<file path="src/hw/rtl/u8u2_pkg.sv">
// Shared types and constants for the UTF-8 to UCS-2 decoder.
package u8u2_pkg;

  localparam int UNIT_W  = 16;
  localparam int LEFT_W  = 3;
  localparam logic [UNIT_W-1:0] MAX_UNITS_RESET = 16'd256;

  // Continuation byte tag in the top two bits.
  localparam logic [1:0] CONT_TAG = 2'b10;

  // Payload masks of the lead byte, by sequence length.
  localparam logic [7:0] LEAD2_MASK = 8'h1F;
  localparam logic [7:0] LEAD3_MASK = 8'h0F;
  localparam logic [7:0] LEAD4_MASK = 8'h07;
  localparam logic [7:0] LEAD5_MASK = 8'h03;
  localparam logic [7:0] LEAD6_MASK = 8'h01;
  localparam logic [7:0] CONT_MASK  = 8'h3F;

  typedef struct packed {
    logic [LEFT_W-1:0] bytes_left;
    logic [UNIT_W-1:0] point_accum;
    logic              seq_bad;
    logic [UNIT_W-1:0] units_done;
    logic              string_over;
  } dec_state_t;

  typedef struct packed {
    logic [UNIT_W-1:0] code_unit;
    logic              unit_valid;
    logic              bad_sequence;
    logic              end_of_string;
    logic [UNIT_W-1:0] unit_total;
  } dec_result_t;

endpackage

</file>
<file path="src/hw/rtl/u8u2_step.sv">
// Per-byte decode: next string state and the result, if any, for one byte.
module u8u2_step import u8u2_pkg::*; (
  input  dec_state_t        cur,
  input  logic [7:0]        data_byte,
  input  logic              last_byte,
  input  logic [UNIT_W-1:0] max_units,
  output dec_state_t        nxt,
  output logic              has_res,
  output dec_result_t       res
);

  logic              emit_req;
  logic [UNIT_W-1:0] emit_code;
  logic              emit_bad;
  logic              bad_n;
  logic [UNIT_W-1:0] acc_n;
  logic [LEFT_W-1:0] left_n;
  logic [UNIT_W-1:0] units_inc;
  logic              unit_end;

  assign bad_n     = cur.seq_bad | (data_byte[7:6] != CONT_TAG);
  assign acc_n     = {cur.point_accum[UNIT_W-7:0], data_byte[5:0] & CONT_MASK[5:0]};
  assign left_n    = cur.bytes_left - LEFT_W'(1);
  assign units_inc = cur.units_done + UNIT_W'(1);
  assign unit_end  = last_byte || (units_inc == max_units);

  always_comb begin
    nxt       = cur;
    has_res   = 1'b0;
    res       = '0;
    emit_req  = 1'b0;
    emit_code = '0;
    emit_bad  = 1'b0;

    if (cur.string_over) begin
      // drop until the marked last byte, then re-arm
      if (last_byte) begin
        nxt = '0;
      end
    end else if (cur.bytes_left != '0) begin
      nxt.point_accum = acc_n;
      nxt.bytes_left  = left_n;
      nxt.seq_bad     = bad_n;
      if (left_n == '0) begin
        nxt.seq_bad = 1'b0;
        emit_req    = 1'b1;
        emit_code   = acc_n;
        emit_bad    = bad_n;
      end else if (last_byte) begin
        // sequence cut short
        nxt.bytes_left = '0;
        nxt.seq_bad    = 1'b0;
        emit_req       = 1'b1;
        emit_bad       = 1'b1;
      end
    end else if (!data_byte[7]) begin
      emit_req  = 1'b1;
      emit_code = {8'h00, data_byte};
    end else if (!data_byte[6]) begin
      // stray continuation in lead position ends the string
      has_res           = 1'b1;
      res.end_of_string = 1'b1;
      res.unit_total    = cur.units_done;
      if (last_byte) begin
        nxt = '0;
      end else begin
        nxt.string_over = 1'b1;
      end
    end else if (last_byte) begin
      nxt.seq_bad = 1'b0;
      emit_req    = 1'b1;
      emit_bad    = 1'b1;
    end else begin
      nxt.seq_bad = 1'b0;
      if (!data_byte[5]) begin
        nxt.bytes_left  = LEFT_W'(1);
        nxt.point_accum = {8'h00, data_byte & LEAD2_MASK};
      end else if (!data_byte[4]) begin
        nxt.bytes_left  = LEFT_W'(2);
        nxt.point_accum = {8'h00, data_byte & LEAD3_MASK};
      end else if (!data_byte[3]) begin
        nxt.bytes_left  = LEFT_W'(3);
        nxt.point_accum = {8'h00, data_byte & LEAD4_MASK};
      end else if (!data_byte[2]) begin
        nxt.bytes_left  = LEFT_W'(4);
        nxt.point_accum = {8'h00, data_byte & LEAD5_MASK};
      end else begin
        nxt.bytes_left  = LEFT_W'(5);
        nxt.point_accum = {8'h00, data_byte & LEAD6_MASK};
      end
    end

    if (emit_req) begin
      has_res = 1'b1;
      if (cur.units_done >= max_units) begin
        // no room left: end the string without a code unit
        res.end_of_string = 1'b1;
        res.unit_total    = cur.units_done;
        if (last_byte) begin
          nxt = '0;
        end else begin
          nxt.string_over = 1'b1;
        end
      end else begin
        nxt.units_done    = units_inc;
        res.code_unit     = emit_bad ? '0 : emit_code;
        res.unit_valid    = 1'b1;
        res.bad_sequence  = emit_bad;
        res.end_of_string = unit_end;
        res.unit_total    = units_inc;
        if (unit_end) begin
          if (last_byte) begin
            nxt = '0;
          end else begin
            nxt.string_over = 1'b1;
          end
        end
      end
    end
  end

endmodule

</file>
<file path="src/hw/rtl/u8u2_out_reg.sv">
// Output register stage: holds one result word until the sink takes it.
module u8u2_out_reg import u8u2_pkg::*; (
  input  logic        clk,
  input  logic        rst,
  input  logic        load,
  input  dec_result_t load_res,
  output logic        space,
  output logic        out_valid,
  input  logic        out_ready,
  output dec_result_t held
);

  // take a new word when empty or when the held word leaves this cycle
  assign space = !out_valid || out_ready;

  always_ff @(posedge clk) begin
    if (rst) begin
      out_valid <= 1'b0;
    end else if (space) begin
      out_valid <= load;
    end
  end

  always_ff @(posedge clk) begin
    if (space && load) begin
      held <= load_res;
    end
  end

endmodule

</file>
<file path="src/hw/rtl/utf8_to_ucs2_decoder.sv">
// Top level of the UTF-8 to UCS-2 decoder.
// Takes one UTF-8 byte per cycle and gives at most one 16-bit code unit word per
// byte, in the cycle after the byte is accepted. The decode of a byte is a single
// pass through the step logic into the output register, so the sustained rate is
// one byte per clock; in_ready drops only while the output register holds a word
// that the sink has not taken. max_units may be written only while the block is
// idle; there is no reset sweep.
module utf8_to_ucs2_decoder import u8u2_pkg::*; (
  input  logic              clk,
  input  logic              rst,
  input  logic              max_units_we,
  input  logic [UNIT_W-1:0] max_units_wdata,
  input  logic              in_valid,
  output logic              in_ready,
  input  logic [7:0]        data_byte,
  input  logic              last_byte,
  output logic              out_valid,
  input  logic              out_ready,
  output logic [UNIT_W-1:0] code_unit,
  output logic              unit_valid,
  output logic              bad_sequence,
  output logic              end_of_string,
  output logic [UNIT_W-1:0] unit_total
);

  logic [UNIT_W-1:0] max_units;
  dec_state_t        state;
  dec_state_t        state_next;
  logic              has_res;
  dec_result_t       res;
  dec_result_t       held;
  logic              space;
  logic              accept;

  assign in_ready = space;
  assign accept   = in_valid && in_ready;

  always_ff @(posedge clk) begin
    if (rst) begin
      max_units <= MAX_UNITS_RESET;
    end else if (max_units_we) begin
      max_units <= max_units_wdata;
    end
  end

  always_ff @(posedge clk) begin
    if (rst) begin
      state <= '0;
    end else if (accept) begin
      state <= state_next;
    end
  end

  u8u2_step u_step (
    .cur       (state),
    .data_byte (data_byte),
    .last_byte (last_byte),
    .max_units (max_units),
    .nxt       (state_next),
    .has_res   (has_res),
    .res       (res)
  );

  u8u2_out_reg u_out (
    .clk       (clk),
    .rst       (rst),
    .load      (accept && has_res),
    .load_res  (res),
    .space     (space),
    .out_valid (out_valid),
    .out_ready (out_ready),
    .held      (held)
  );

  assign code_unit     = held.code_unit;
  assign unit_valid    = held.unit_valid;
  assign bad_sequence  = held.bad_sequence;
  assign end_of_string = held.end_of_string;
  assign unit_total    = held.unit_total;

endmodule

</file>
<file path="config.mk">
export PLATFORM = sky130hd
export DESIGN_NAME = utf8_to_ucs2_decoder
export DESIGN_NICKNAME = d
export VERILOG_FILES = /design/src/hw/rtl/u8u2_pkg.sv /design/src/hw/rtl/u8u2_step.sv /design/src/hw/rtl/u8u2_out_reg.sv /design/src/hw/rtl/utf8_to_ucs2_decoder.sv
export SDC_FILE = /design/constraint.sdc
export NUM_CORES = 1
export LEC_CHECK = 0
export ABC_AREA = 1
export BUFFER_PORTS_ARGS = -buffer_cell sky130_fd_sc_hd__buf_2
export CAP_MARGIN = 15
export CORE_MARGIN = 4
export CORE_UTILIZATION = 25
export CTS_CLUSTER_DIAMETER = 120
export CTS_CLUSTER_SIZE = 12
export DETAILED_ROUTE_END_ITERATION = 8
export MAX_ROUTING_LAYER = met4
export PLACE_DENSITY = 0.52
export SYNTH_ARGS = -nofsm -noshare
export SYNTH_HDL_FRONTEND = slang
export SYNTH_HIERARCHICAL = 1
export SYNTH_SLANG_ARGS = --single-unit
</file>
<file path="constraint.sdc">
create_clock -name clk -period 5 [get_ports clk]
set_input_delay 0.75 -clock clk [delete_from_list [all_inputs] [get_ports clk]]
set_output_delay 0.75 -clock clk [all_outputs]
set_load 0.005 [all_outputs]
</file>
# Yosys cells after proc, flatten, opt, wreduce, memory -nomap -nowiden
# Index checks and enable logic that the tools add are counted.
# W data, S select, Z words.
[word_totals]
ff_bits = 89
elab_cells = 77
[classes]
n_bitwise = 2
addsub = 2
eq_ne = 2
muxes = 48
order_cmp = 1
n_reduce_logical = 10
[ops]
columns = ["cell", "n"]
rows = [
  ["$mux W37", 6],
  ["$mux W17", 9],
  ["$mux W36", 3],
  ["$mux W19", 4],
  ["$mux W20", 2],
  ["$mux W16", 2],
  ["$mux W1", 18],
  ["$add A16 B1 Y16 const B", 1],
  ["$eq A16 B16 Y1", 1],
  ["$ge A16 B16 Y1", 1],
  ["$mux W7", 1],
  ["$mux W3", 2],
  ["$reduce_or A4 Y1", 1],
  ["$logic_and A1 B1 Y1", 3],
  ["$logic_not A3 Y1", 1],
  ["$reduce_bool A3 Y1", 1],
  ["$sub A3 B1 Y3 const B", 1],
  ["$logic_or A1 B1 Y1", 2],
  ["$mux W2", 1],
  ["$ne A2 B2 Y1 const B", 1],
  ["$reduce_or A2 Y1", 1],
  ["$logic_not A1 Y1", 1],
  ["$not A1 Y1", 1],
  ["$or A1 B1 Y1", 1],
]

# Logic depth before layout (Yosys ltp)
# Gate-level depths: netlist (run 1).
[depth]
depth_word = 13
ltp_mapped = 17
ltp_nobuf = 16

# Cells and area by module
# The synthesis (run 1) kept the hierarchy.
[by_module_without_submodules]
columns = ["module", "seq_area_each_um2", "area_each_um2", "cells_each", "instances"]
rows = [
  ["u8u2_step", 0.0, 2555.0, 501, 1],
  ["utf8_to_ucs2_decoder", 1061.0, 2079.5, 306, 1],
  ["u8u2_out_reg", 1071.0, 1098.6, 41, 1],
]

# Worst setup path after synthesis (run 1)
# Ideal clock, no wire load.
[synth_path]
kind = "register to register"
startpoint = "reg state[34] (netlist name)"
endpoint = "reg u_out/held[0] (netlist name)"
path_stages_with_launch = 15
period_less_slack_ns = 3.939
arrival_time_ns = 3.500
setup_slack_ns = 1.061
cell_sequence = "dfxtp_1 -> inv_1 -> ha_1 -> xnor2_2 -> nand2_2 -> nand3_2 -> nand2_2 -> nor2_4 -> inv_4 -> buf_6 -> nand2_1 -> inv_1 -> nor2_1 -> inv_1 -> a21oi_1"
[synth_between]
elab_chain_len = 8
word_cells_on_any_way = 11
cone_classes = "add/sub: 1; mux: 6; reduce/logical: 4"
[synth_rtl]
columns = ["item", "line", "text"]
rows = [
  ["start: declaration", "utf8_to_ucs2_decoder.sv:27", "dec_state_t state;"],
  ["start signal: assignment", "utf8_to_ucs2_decoder.sv:50", "state <= state_next;"],
  ["$sub A3 B1 Y3", "u8u2_step.sv:23", "assign left_n = cur.bytes_left - LEFT_W'(1);"],
  ["$logic_not A3 Y1", "u8u2_step.sv:44", "if (left_n == '0) begin"],
  ["$mux W1", "u8u2_step.sv:44", ""],
  ["$mux W1", "u8u2_step.sv:40", "end else if (cur.bytes_left != '0) begin"],
  ["$mux W1", "u8u2_step.sv:35", "if (cur.string_over) begin"],
  ["$mux W1 *", "u8u2_step.sv:93", "if (emit_req) begin"],
  ["net has_res", "utf8_to_ucs2_decoder.sv:29", "logic has_res;"],
  ["$logic_and A1 B1 Y1 *", "utf8_to_ucs2_decoder.sv:67", ".load (accept && has_res),"],
  ["$logic_and A1 B1 Y1 *", "u8u2_out_reg.sv:25", "if (space && load) begin"],
]
# Mark *: on every way through the listed nets, which the timed path passes. The rest lies on a longest branch.
# A chain may end at the register's enable or synchronous reset.

# Worst setup path after layout (run 1)
[layout_path]
startpoint = "in last_byte"
endpoint = "reg u_out/held[9] (netlist name)"
[layout_between]
elab_chain_len = 8
word_cells_on_any_way = 9
cone_classes = "mux: 7; reduce/logical: 2"
[layout_rtl]
columns = ["item", "line", "text"]
rows = [
  ["start: declaration", "utf8_to_ucs2_decoder.sv:16", "input logic last_byte,"],
  ["$mux W1 *", "u8u2_step.sv:49, u8u2_step.sv:69", ""],
  ["$mux W1", "u8u2_step.sv:59", "end else if (!data_byte[6]) begin"],
  ["$mux W1", "u8u2_step.sv:56", "end else if (!data_byte[7]) begin"],
  ["$mux W1 *", "u8u2_step.sv:40", ""],
  ["$mux W1 *", "u8u2_step.sv:35", ""],
  ["$mux W1 *", "u8u2_step.sv:93", ""],
  ["net has_res", "utf8_to_ucs2_decoder.sv:29", ""],
  ["$logic_and A1 B1 Y1 *", "utf8_to_ucs2_decoder.sv:67", ""],
  ["$logic_and A1 B1 Y1 *", "u8u2_out_reg.sv:25", ""],
]
# Marks and branches as above.

==> summary.txt, run 1 <==
Job
  • Max_cap viols: 0

Clock network
  • # H-tree levels: 3
  • CTS Hold Bufs: 0
  • Root Buffer: clkbuf_16
  • CTS tree: done
  • Post_cts resized: 0
  • TritonCTS buffer count: 9
  • Clk slew on worst S/H paths: 0.06 ns
  • Total setup buffers inserted after CTS: 0
  • # clock sinks: 83
  • CTS Buffer Depth: 2
  • Clk Latency, worst-skew pair: 0.35 ns

Placement
  • Post-DP HPWL: 11000 um
  • Port Buffers: 66
  • GP Congestion: 0.853
  • Pre-CTS WS: 1.43 ns

Drt
  • WL per Instance: 13.5 um
  • DR pass1 iterations: 5
  • Avg Vias per Cell: 4.44
  • Total Wirelength: 15300 um
  • Detailed-route DRC error count: 0
  • Vias: 5014
  • Starting DRT DRC Count: 315
  • Detail Route Antenna Nets: 0

Layout
  • Area grow syn2layout: 14.9%
  • FF+latch area: 2010 um2
  • Fin util: 29.5%
  • Area occupied by multi-input gates: 2830 um2
  • Fraction of layout cells with a size suffix above 1: 13.1%
  • FILL cells: 2377
  • # nets final: 898

GRT
  • Met2 usage: 17.8%
  • Vias in the first global route: 4610
  • Grt total ovfl: 0
  • Met3 GRT Util: 2.58%
  • Met1 Track Usage GR: 19.8%
  • First-pass GRT wire length: 24900 um
  • Gr busiest metal: met1
  • GRT Total Usage: 13.2%
  • Initial antenna violation count: 1
  • Pin count of the biggest net entering global routing: 64

STA
  • Worst setup slack after layout: 1.84 ns
  • RSZ-0062 raised after global routing: false
  • Final hold vios: 0
  • Minimum clock period: 3.16 ns
  • Slew of the pin with the lowest slew margin: 0.873 ns
  • Max Freq: 0.316 GHz
  • Fin Setup TNS: 0 ns
  • Fin Hold WS: 0.469 ns
  • Max-slew violations: 0
  • Final Setup Violations: 0
  • Worst slew margin: 41.7%
  • Layout Skew: 0.00759 ns
  • Crit share post-route: 63.3%

Floorplanning
  • Core area: 21200 um2
  • Rows: 53
  • IO Pins: 67
  • Die X-Extent: 156 um
  • Initial Util: 25.6%
  • Die height: 156 um
  • Die area: 24200 um2

Critical path
  • R2R depth: 14
  • Crit start category: primary input
  • Crit path kind: primary input to register
  • WP data required: 4.99 ns
  • CP max FO: 35
  • Critical Path AT: 3.15 ns
  • CP Capture Type: register

Synth
  • Syn nets: 848
  • Post-Synthesis Cells: 798
  • Post-Syn Area: 5440 um2
  • Synth Warn #: 6
  • Synth Area per Inst: 6.82 um2

Run status
  • Run status: complete, no violations

Pwr
  • VDD IR max: 0.000150 V
  • Power per Cell Area: 338 nW/um2
  • Leak: 2.84 nW

Worst hold path
  • Hold Path Stages: 2
  • Hold Path Class: register to register
## critical path, cell delays in order
cell     delay [ns]
buf_2          0.29
inv_1          0.46
nand3_2        0.25
nand2_2        0.08
nor2_4         0.18
inv_4          0.19
nand2_1        0.13
inv_1          0.05
nor2_1         0.10
inv_1          0.09
a21oi_4        0.11
buf_4          0.42
## stage by stage
step                      total power [mW]  std cells  area, um2
after detailed placement              1.46       1111       5940
after global placement                1.46       1111       5940
final                                 2.11       1129       6250
after floorplan                       1.30        798       5440
after global routing                  2.26       1129       6250
after CTS                             2.14       1127       6230
## layout make-up
class	instances	area share [%]
multi-input cells	577	45.3
inverters	108	6.52
well taps	275	5.50
clock inverters	5	0.861
diodes	1	0.0400
flip-flops and latches	83	32.2
repair buffers	69	5.84
clock buffers	11	3.72
## worst paths after layout
kind                              from                         to  slack [ns]
min          max_units[8]$_SDFFE_PP1P_  max_units[8]$_SDFFE_PP1P_        0.47
max                          last_byte    u_out/held[9]$_DFFE_PP_        1.84
max reg2reg     state[34]$_SDFFE_PP0P_    u_out/held[9]$_DFFE_PP_        1.97
min reg2reg  max_units[8]$_SDFFE_PP1P_  max_units[8]$_SDFFE_PP1P_        0.47
## flip-flops by register name (all words and copies together) (netlist names)
register         count
state               31
max_units           16
u_out/held          35
u_out/out_valid      1
## where the power goes
part	total, mW	internal (mW)	leakage, nW	switching, mW
Sequential	0.854	0.795	0.730	0.0592
Clock	0.660	0.385	0.133	0.275
Combinational	0.599	0.202	1.98	0.397
Total	2.11	1.38	2.84	0.731
## per-layer routing
metal / wire length, um / vias to the layer above
met3: 889 / 13
met4: 214 / 0
met5: 0 / -
li1: - / 2656
met2: 5960 / 125
met1: 8190 / 2220
## cells in the final DEF (no fill, tap or decap), drive strengths merged, types with 11 or more instances in the layout
master and count:
edfxtp 35, inv 107, dfxtp 48, o21ai 51
ha 20, buf 69, a21oi 34, clkbuf 11
nand3 68, nand2 211, nor2 153
Note: power is estimated with default switching activity, not from simulation.
==> inputs of run 2 (changes only) <==
- ABC_AREA: 1 -> 0
- clock period: 5 -> 2.97 ns (I/O delays scaled with it)
==> summary.txt, run 2 <==
Critical path
  • Critical R2R Launch: state[1]$_SDFFE_PP0P_
  • Crit path kind: register to register
  • Critical path launch point: state[1]$_SDFFE_PP0P_
  • CP top delay family: compound AO/OA/AOI/OAI gates
  • Max stage delay on crit path: 0.51 ns (+0.05 ns)
  • Slowest cell on crit path: a311o_2
  • WP data required: 3.25 ns (-1.74 ns)
  • Critical Path AT: 3.08 ns (-0.07 ns)
  • CP cell instances: inv_1 -> ha_1 -> nand2b_1 -> a21o_1 -> a211o_1 -> a311o_2 -> or4_4 -> a21oi_2 -> nand3_1 -> a21oi_1
  • CP max FO: 8 (-77%)
  • CP Capture Type: register
  • Crit start category: register
  • Crit path buf inv count: 1 (-5)

STA
  • Worst slew margin: 37.4% (-4.3 points)
  • Slew of the pin with the lowest slew margin: 0.935 ns (+0.0618 ns)
  • Layout Skew: 0.00899 ns (+0.00139 ns)
  • Final hold vios: 0 (unchanged)
  • Max Freq: 0.358 GHz
  • Max-slew violations: 0 (unchanged)
  • Crit share post-route: 94.0%
  • Fin Setup TNS: 0 ns (unchanged)
  • RSZ-0062 raised after global routing: false
  • Final Setup Violations: 0 (unchanged)
  • Minimum clock period: 2.79 ns

Layout
  • Max reg flops: 35 (unchanged)
  • Fraction of layout cells with a size suffix above 1: 23.1% (+10 points)
  • Biggest register: u_out/held
  • Most common cell after layout, fill and taps aside: buf_2
  • Most frequent cells in the layout: 66 x buf_2, 60 x buf_4, 59 x nand3_1
  • Area grow syn2layout: 20.7%
  • # nets final: 806 (-10%)
  • Biggest regs: u_out/held: 35 flops, state: 31 flops, max_units: 16 flops
  • Cell Count, Final, Fillers Out: 1075 (-4.8%)

Synth
  • Post-Syn Area: 5840 um2 (+7.3%)
  • Synth Warn #: 6 (unchanged)
  • Synth Area per Inst: 8.60 um2 (+26%)
  • Syn nets: 729 (-14%)
  • Post-Synthesis Cells: 679 (-15%)

Drt
  • WL per Instance: 17.3 um (+28%)
  • Vias: 5512 (+9.9%)
  • Detailed-route DRC error count: 0 (unchanged)
  • Total Wirelength: 18500 um (+22%)
  • Starting DRT DRC Count: 439 (+39%)
  • DR pass1 iterations: 5 (unchanged)
  • Detail Route Antenna Nets: 0 (unchanged)
  • Avg Vias per Cell: 5.13 (+15%)

Floorplanning
  • Initial Util: 25.6% (about the same)
  • IO Pins: 67 (unchanged)
  • Die area: 25900 um2 (+6.9%)
  • Core area: 22800 um2 (+7.3%)
  • Die X-Extent: 161 um (+3.4%)
  • Rows: 55 (+3.8%)
  • Die height: 161 um (+3.4%)

GRT
  • Pin count of the biggest net entering global routing: 63 (-1.6%)
  • GRT Total Usage: 14.5% (+1.3 points)
  • Initial antenna violation count: 1 (unchanged)
  • Grt total ovfl: 0 (unchanged)
  • Vias in the first global route: 5266 (+14%)
  • First-pass GRT wire length: 29700 um (+19%)

Clock network
  • CTS tree: done
  • CTS Hold Bufs: 0 (unchanged)
  • Root Buffer: clkbuf_16
  • # H-tree levels: 3 (unchanged)
  • # clock sinks: 83 (unchanged)
  • TritonCTS buffer count: 9 (unchanged)
  • Clk Latency, worst-skew pair: 0.35 ns (about the same)
  • CTS Buffer Depth: 2 (unchanged)
  • Clk slew on worst S/H paths: 0.07 ns (about the same)

Placement
  • Post-DP HPWL: 13400 um (+22%)
  • GP Congestion: 0.881 (+3.4%)
  • Port Buffers: 66 (unchanged)
  • Cells after DPL: 1055 (-5.0%)

Pwr
  • VDD IR max: 0.000225 V (+50%)
  • Leak: 2.69 nW (-5.3%)
  • Power per Cell Area: 422 nW/um2 (+25%)

Worst hold path
  • Hold Path Class: primary input to register
  • Hold Crit Start: max_units_wdata[8]

Run status
  • Run status: complete, no violations

Job
  • Max_cap viols: 0 (unchanged)
-- run 2: worst reg2reg max path, stage by stage, from the launching register on --
cell      delay [ns]
dfxtp_1         0.32
inv_1           0.06
ha_1            0.27
nand2b_1        0.14
a21o_1          0.18
a211o_1         0.32
a311o_2         0.52
or4_4           0.51
a21oi_2         0.17
nand3_1         0.09
a21oi_1         0.14
-- run 2: timing repair --
item	CTS	global route
gates resized for setup	0	6
endpoints found under the hold margin	0	0
endpoints found under the setup margin	0	18
buffers inserted	0	2
-- run 2: layout make-up --
type	instances	area [um2]
repair buffers	127	801
diodes	1	2.50
clock buffers	11	254
inverters	30	113
well taps	313	392
multi-input cells	505	3420
clock inverters	5	58.8
fillers	2420	15700
flip-flops and latches	83	2010
-- run 2: per-stage QoR --
step	hold WS [ns]	setup slack (ns)	power (mW)	instance area, um2	util [%]
after floorplan	0.467	0.171	1.61	5840	-
after global placement	0.519	0.145	1.79	6690	29.4
after detailed placement	0.528	0.0939	1.79	6690	29.4
after CTS	0.292	0.0610	3.00	7000	30.7
after global routing	0.330	0.0124	3.12	7050	30.9
final	0.301	0.179	2.98	7050	30.9
-- run 2: per-layer routing --
layer	GRT usage [%]	vias up	routed length (um)
met1	19.9	2619	9020
met3	2.80	23	967
met5	-	-	0
met2	21.6	165	8160
li1	-	2705	-
met4	4.58	0	392
-- run 2: path summary, 6_finish.rpt --
path	slack, ns	cells past startpoint	to
worst max-delay path	0.18	10	state[3]$_SDFFE_PP0P_
worst min-delay path	0.30	2	max_units[8]$_SDFFE_PP1P_
worst max register to register	0.18	10	state[3]$_SDFFE_PP0P_
worst min register to register	0.54	2	max_units[0]$_SDFFE_PP0P_
-- run 2: report_power, final --
group          switching [mW]  internal, mW
combinational           0.309         0.182
sequential             0.0254          1.26
clock                   0.497         0.706
==> inputs of run 3 (changes only) <==
- CORE_ASPECT_RATIO: unset -> 0.6
- HOLD_SLACK_MARGIN: unset -> 0.15
- PLACE_DENSITY: 0.52 -> 0.49
==> summary.txt, run 3 (synthesis gave the netlist of run 2 again) <==
Floorplanning
  • Die X-Extent: 205 um (+28%)
  • Die height: 126 um (-21%)
  • Rows: 42 (-24%)
  • Core area: 22500 um2 (-1.3%)
  • Initial Util: 26.0% (+0.33 points)
  • Die area: 25900 um2 (+0.31%)
  • IO Pins: 67 (unchanged)

Placement
  • Post-DP HPWL: 15000 um (+12%)
  • Pre-CTS WS: -0.0223 ns (-0.116 ns)
  • GP Congestion: 0.933 (+5.8%)
  • Port Buffers: 66 (unchanged)

Critical path
  • Worst R2R End: u_out/held[16]$_DFFE_PP_
  • Crit start category: register
  • Crit path kind: register to register
  • R2R depth: 10 (unchanged)
  • CP max FO: 23 (+15)
  • WP data required: 3.09 ns (-0.16 ns)
  • Critical R2R Launch: state[1]$_SDFFE_PP0P_
  • CP Capture Type: register
  • R2R setup slack: 0.06 ns (-0.12 ns)
  • Critical Path AT: 3.03 ns (-0.05 ns)

Drt
  • Detailed-route DRC error count: 0 (unchanged)
  • Total Wirelength: 20500 um (+11%)
  • Top Layer Used: met4
  • Avg Vias per Cell: 5.25 (+2.3%)
  • Detail Route Antenna Nets: 0 (unchanged)
  • Vias: 5670 (+2.9%)
  • DR pass1 iterations: 6 (+1)
  • Met1 wire length: 11400 um (+26%)
  • WL per Instance: 19.0 um (+9.9%)
  • Met3 Wirelength: 1990 um (+110%)
  • Starting DRT DRC Count: 649 (+48%)
  • WL met2: 6870 um (-16%)

STA
  • Final hold vios: 0 (unchanged)
  • Max-slew violations: 0 (unchanged)
  • Worst setup slack after layout: 0.0618 ns (-0.117 ns)
  • Layout Skew: 0.0115 ns (+0.00253 ns)
  • Slew of the pin with the lowest slew margin: 0.792 ns (-0.144 ns)
  • Max Freq: 0.344 GHz (-4.0%)
  • RSZ-0062 raised after global routing: false
  • Worst slew margin: 46.4% (+9.0 points)
  • Final Setup Violations: 0 (unchanged)
  • Crit share post-route: 97.9% (+3.9 points)
  • Minimum clock period: 2.91 ns (+0.117 ns)

Pwr
  • Power per Cell Area: 447 nW/um2 (+5.9%)
  • VDD IR max: 0.000282 V (+25%)
  • Leak: 2.79 nW (+3.7%)

Worst hold path
  • Hold Path Stages: 3 (+1)
  • Hold Path Class: primary input to register
  • Worst Hold End: max_units[10]$_SDFFE_PP0P_
  • Hold Crit Start: max_units_wdata[10]

Layout
  • Biggest regs: u_out/held: 35 flops, state: 31 flops, max_units: 16 flops
  • Most frequent cells in the layout: 68 x buf_4, 66 x buf_2, 58 x nand3_1
  • # nets final: 818 (+1.5%)
  • Max reg flops: 35 (unchanged)
  • FILL cells: 2428 (+0.33%)
  • Antenna cells: 0 (-1)
  • Area grow syn2layout: 24.2%
  • Fraction of layout cells with a size suffix above 1: 24.5% (+1.3 points)
  • Biggest register: u_out/held
  • Most common cell after layout, fill and taps aside: buf_4
  • Fin util: 32.2% (+1.3 points)

GRT
  • GRT Total Usage: 15.8% (+1.3 points)
  • First-pass GRT wire length: 31000 um (+4.3%)
  • Initial antenna violation count: 0 (-1)
  • Grt total ovfl: 0 (unchanged)
  • Pin count of the biggest net entering global routing: 49 (-22%)
  • Vias in the first global route: 5090 (-3.3%)

Clock network
  • CTS tree: done
  • TritonCTS buffer count: 9 (unchanged)
  • CTS Hold Bufs: 0 (unchanged)
  • # H-tree levels: 3 (unchanged)
  • Clk Latency, worst-skew pair: 0.36 ns (about the same)
  • # clock sinks: 83 (unchanged)
  • Clk slew on worst S/H paths: 0.07 ns (about the same)
  • CTS Buffer Depth: 2 (unchanged)
  • Root Buffer: clkbuf_16

Run status
  • Run status: complete, no violations

Job
  • Max_cap viols: 0 (unchanged)
run 3: cell count changes in the layout (fill, tap and decap cells not counted), moves of 2 or more:
cell / change
buf_4: +8
buf_12: +3
bufinv_16: +3
inv_4: -2
nor4_1: -2
nor4_2: +2
run 3: power by group:
group	internal [mW]	switching, mW	total (mW)
combinational	0.217	0.339	0.556
sequential	1.26	0.0289	1.29
clock	0.910	0.490	1.40
total	2.39	0.858	3.24
run 3: worst max-delay path, cell delays in order, from the launching register on:
cell and delay [ns]:
dfxtp_1 0.33, inv_1 0.06, ha_1 0.28, nand2b_1 0.15
a21o_1 0.19, a211o_4 0.37, a311o_2 0.44, buf_12 0.20
o31ai_1 0.23, o21ai_0 0.23, buf_4 0.19
run 3: through the flow:
stage / TNS, ns / hold slack, ns / instance area, um2 / power [mW] / std cells
finish: 0 / 0.323 / 7250 / 3.24 / 1081
global route: 0 / 0.335 / 7250 / 3.39 / 1081
CTS: 0 / 0.317 / 7180 / 3.27 / 1077
detailed placement: -0.0289 / 0.519 / 6800 / 1.85 / 1061
global placement: 0 / 0.509 / 6800 / 1.85 / 1061
floorplan: 0 / 0.467 / 5840 / 1.61 / 679
run 3: worst max path at each step:
stage                                     startpoint                        to  slack [ns]  cells past startpoint
after floorplan                state[1]$_SDFFE_PP0P_    state[10]$_SDFFE_PP0P_        0.17                     11
after global placement         state[1]$_SDFFE_PP0P_  u_out/held[16]$_DFFE_PP_        0.03                     10
after detailed placement       state[1]$_SDFFE_PP0P_  u_out/held[30]$_DFFE_PP_       -0.02                      8
after CTS                 max_units[13]$_SDFFE_PP0P_  u_out/held[16]$_DFFE_PP_        0.06                     10
after global routing           state[1]$_SDFFE_PP0P_  u_out/held[30]$_DFFE_PP_       0.002                      9
final                          state[1]$_SDFFE_PP0P_  u_out/held[16]$_DFFE_PP_        0.06                     10
run 3: area by class of cell:
| type | count | area, um2 | area share [%] |
|---|---|---|---|
| sequential | 83 | 2010 | 27.7 |
| multi-input combinational | 506 | 3450 | 47.6 |
| clock buffer | 10 | 229 | 3.16 |
| tap | 308 | 385 | 5.31 |
| clock inverter | 6 | 138 | 1.90 |
| inverter | 30 | 113 | 1.55 |
| timing repair buffer | 138 | 921 | 12.7 |
run 3: timing repair:
action                                  4_1_cts  5_1_grt
endpoints found under the setup margin        9       26
resized for setup                             1        8
cloned                                        0        2
pin swaps                                     1        1
buffers inserted                              0        2
run 3: layer usage:
layer  vias up  GRT usage (%)
met5         -              -
met4         0           3.15
met3        22           4.21
met2       236           17.6
met1      2683           26.6
li1       2729              -
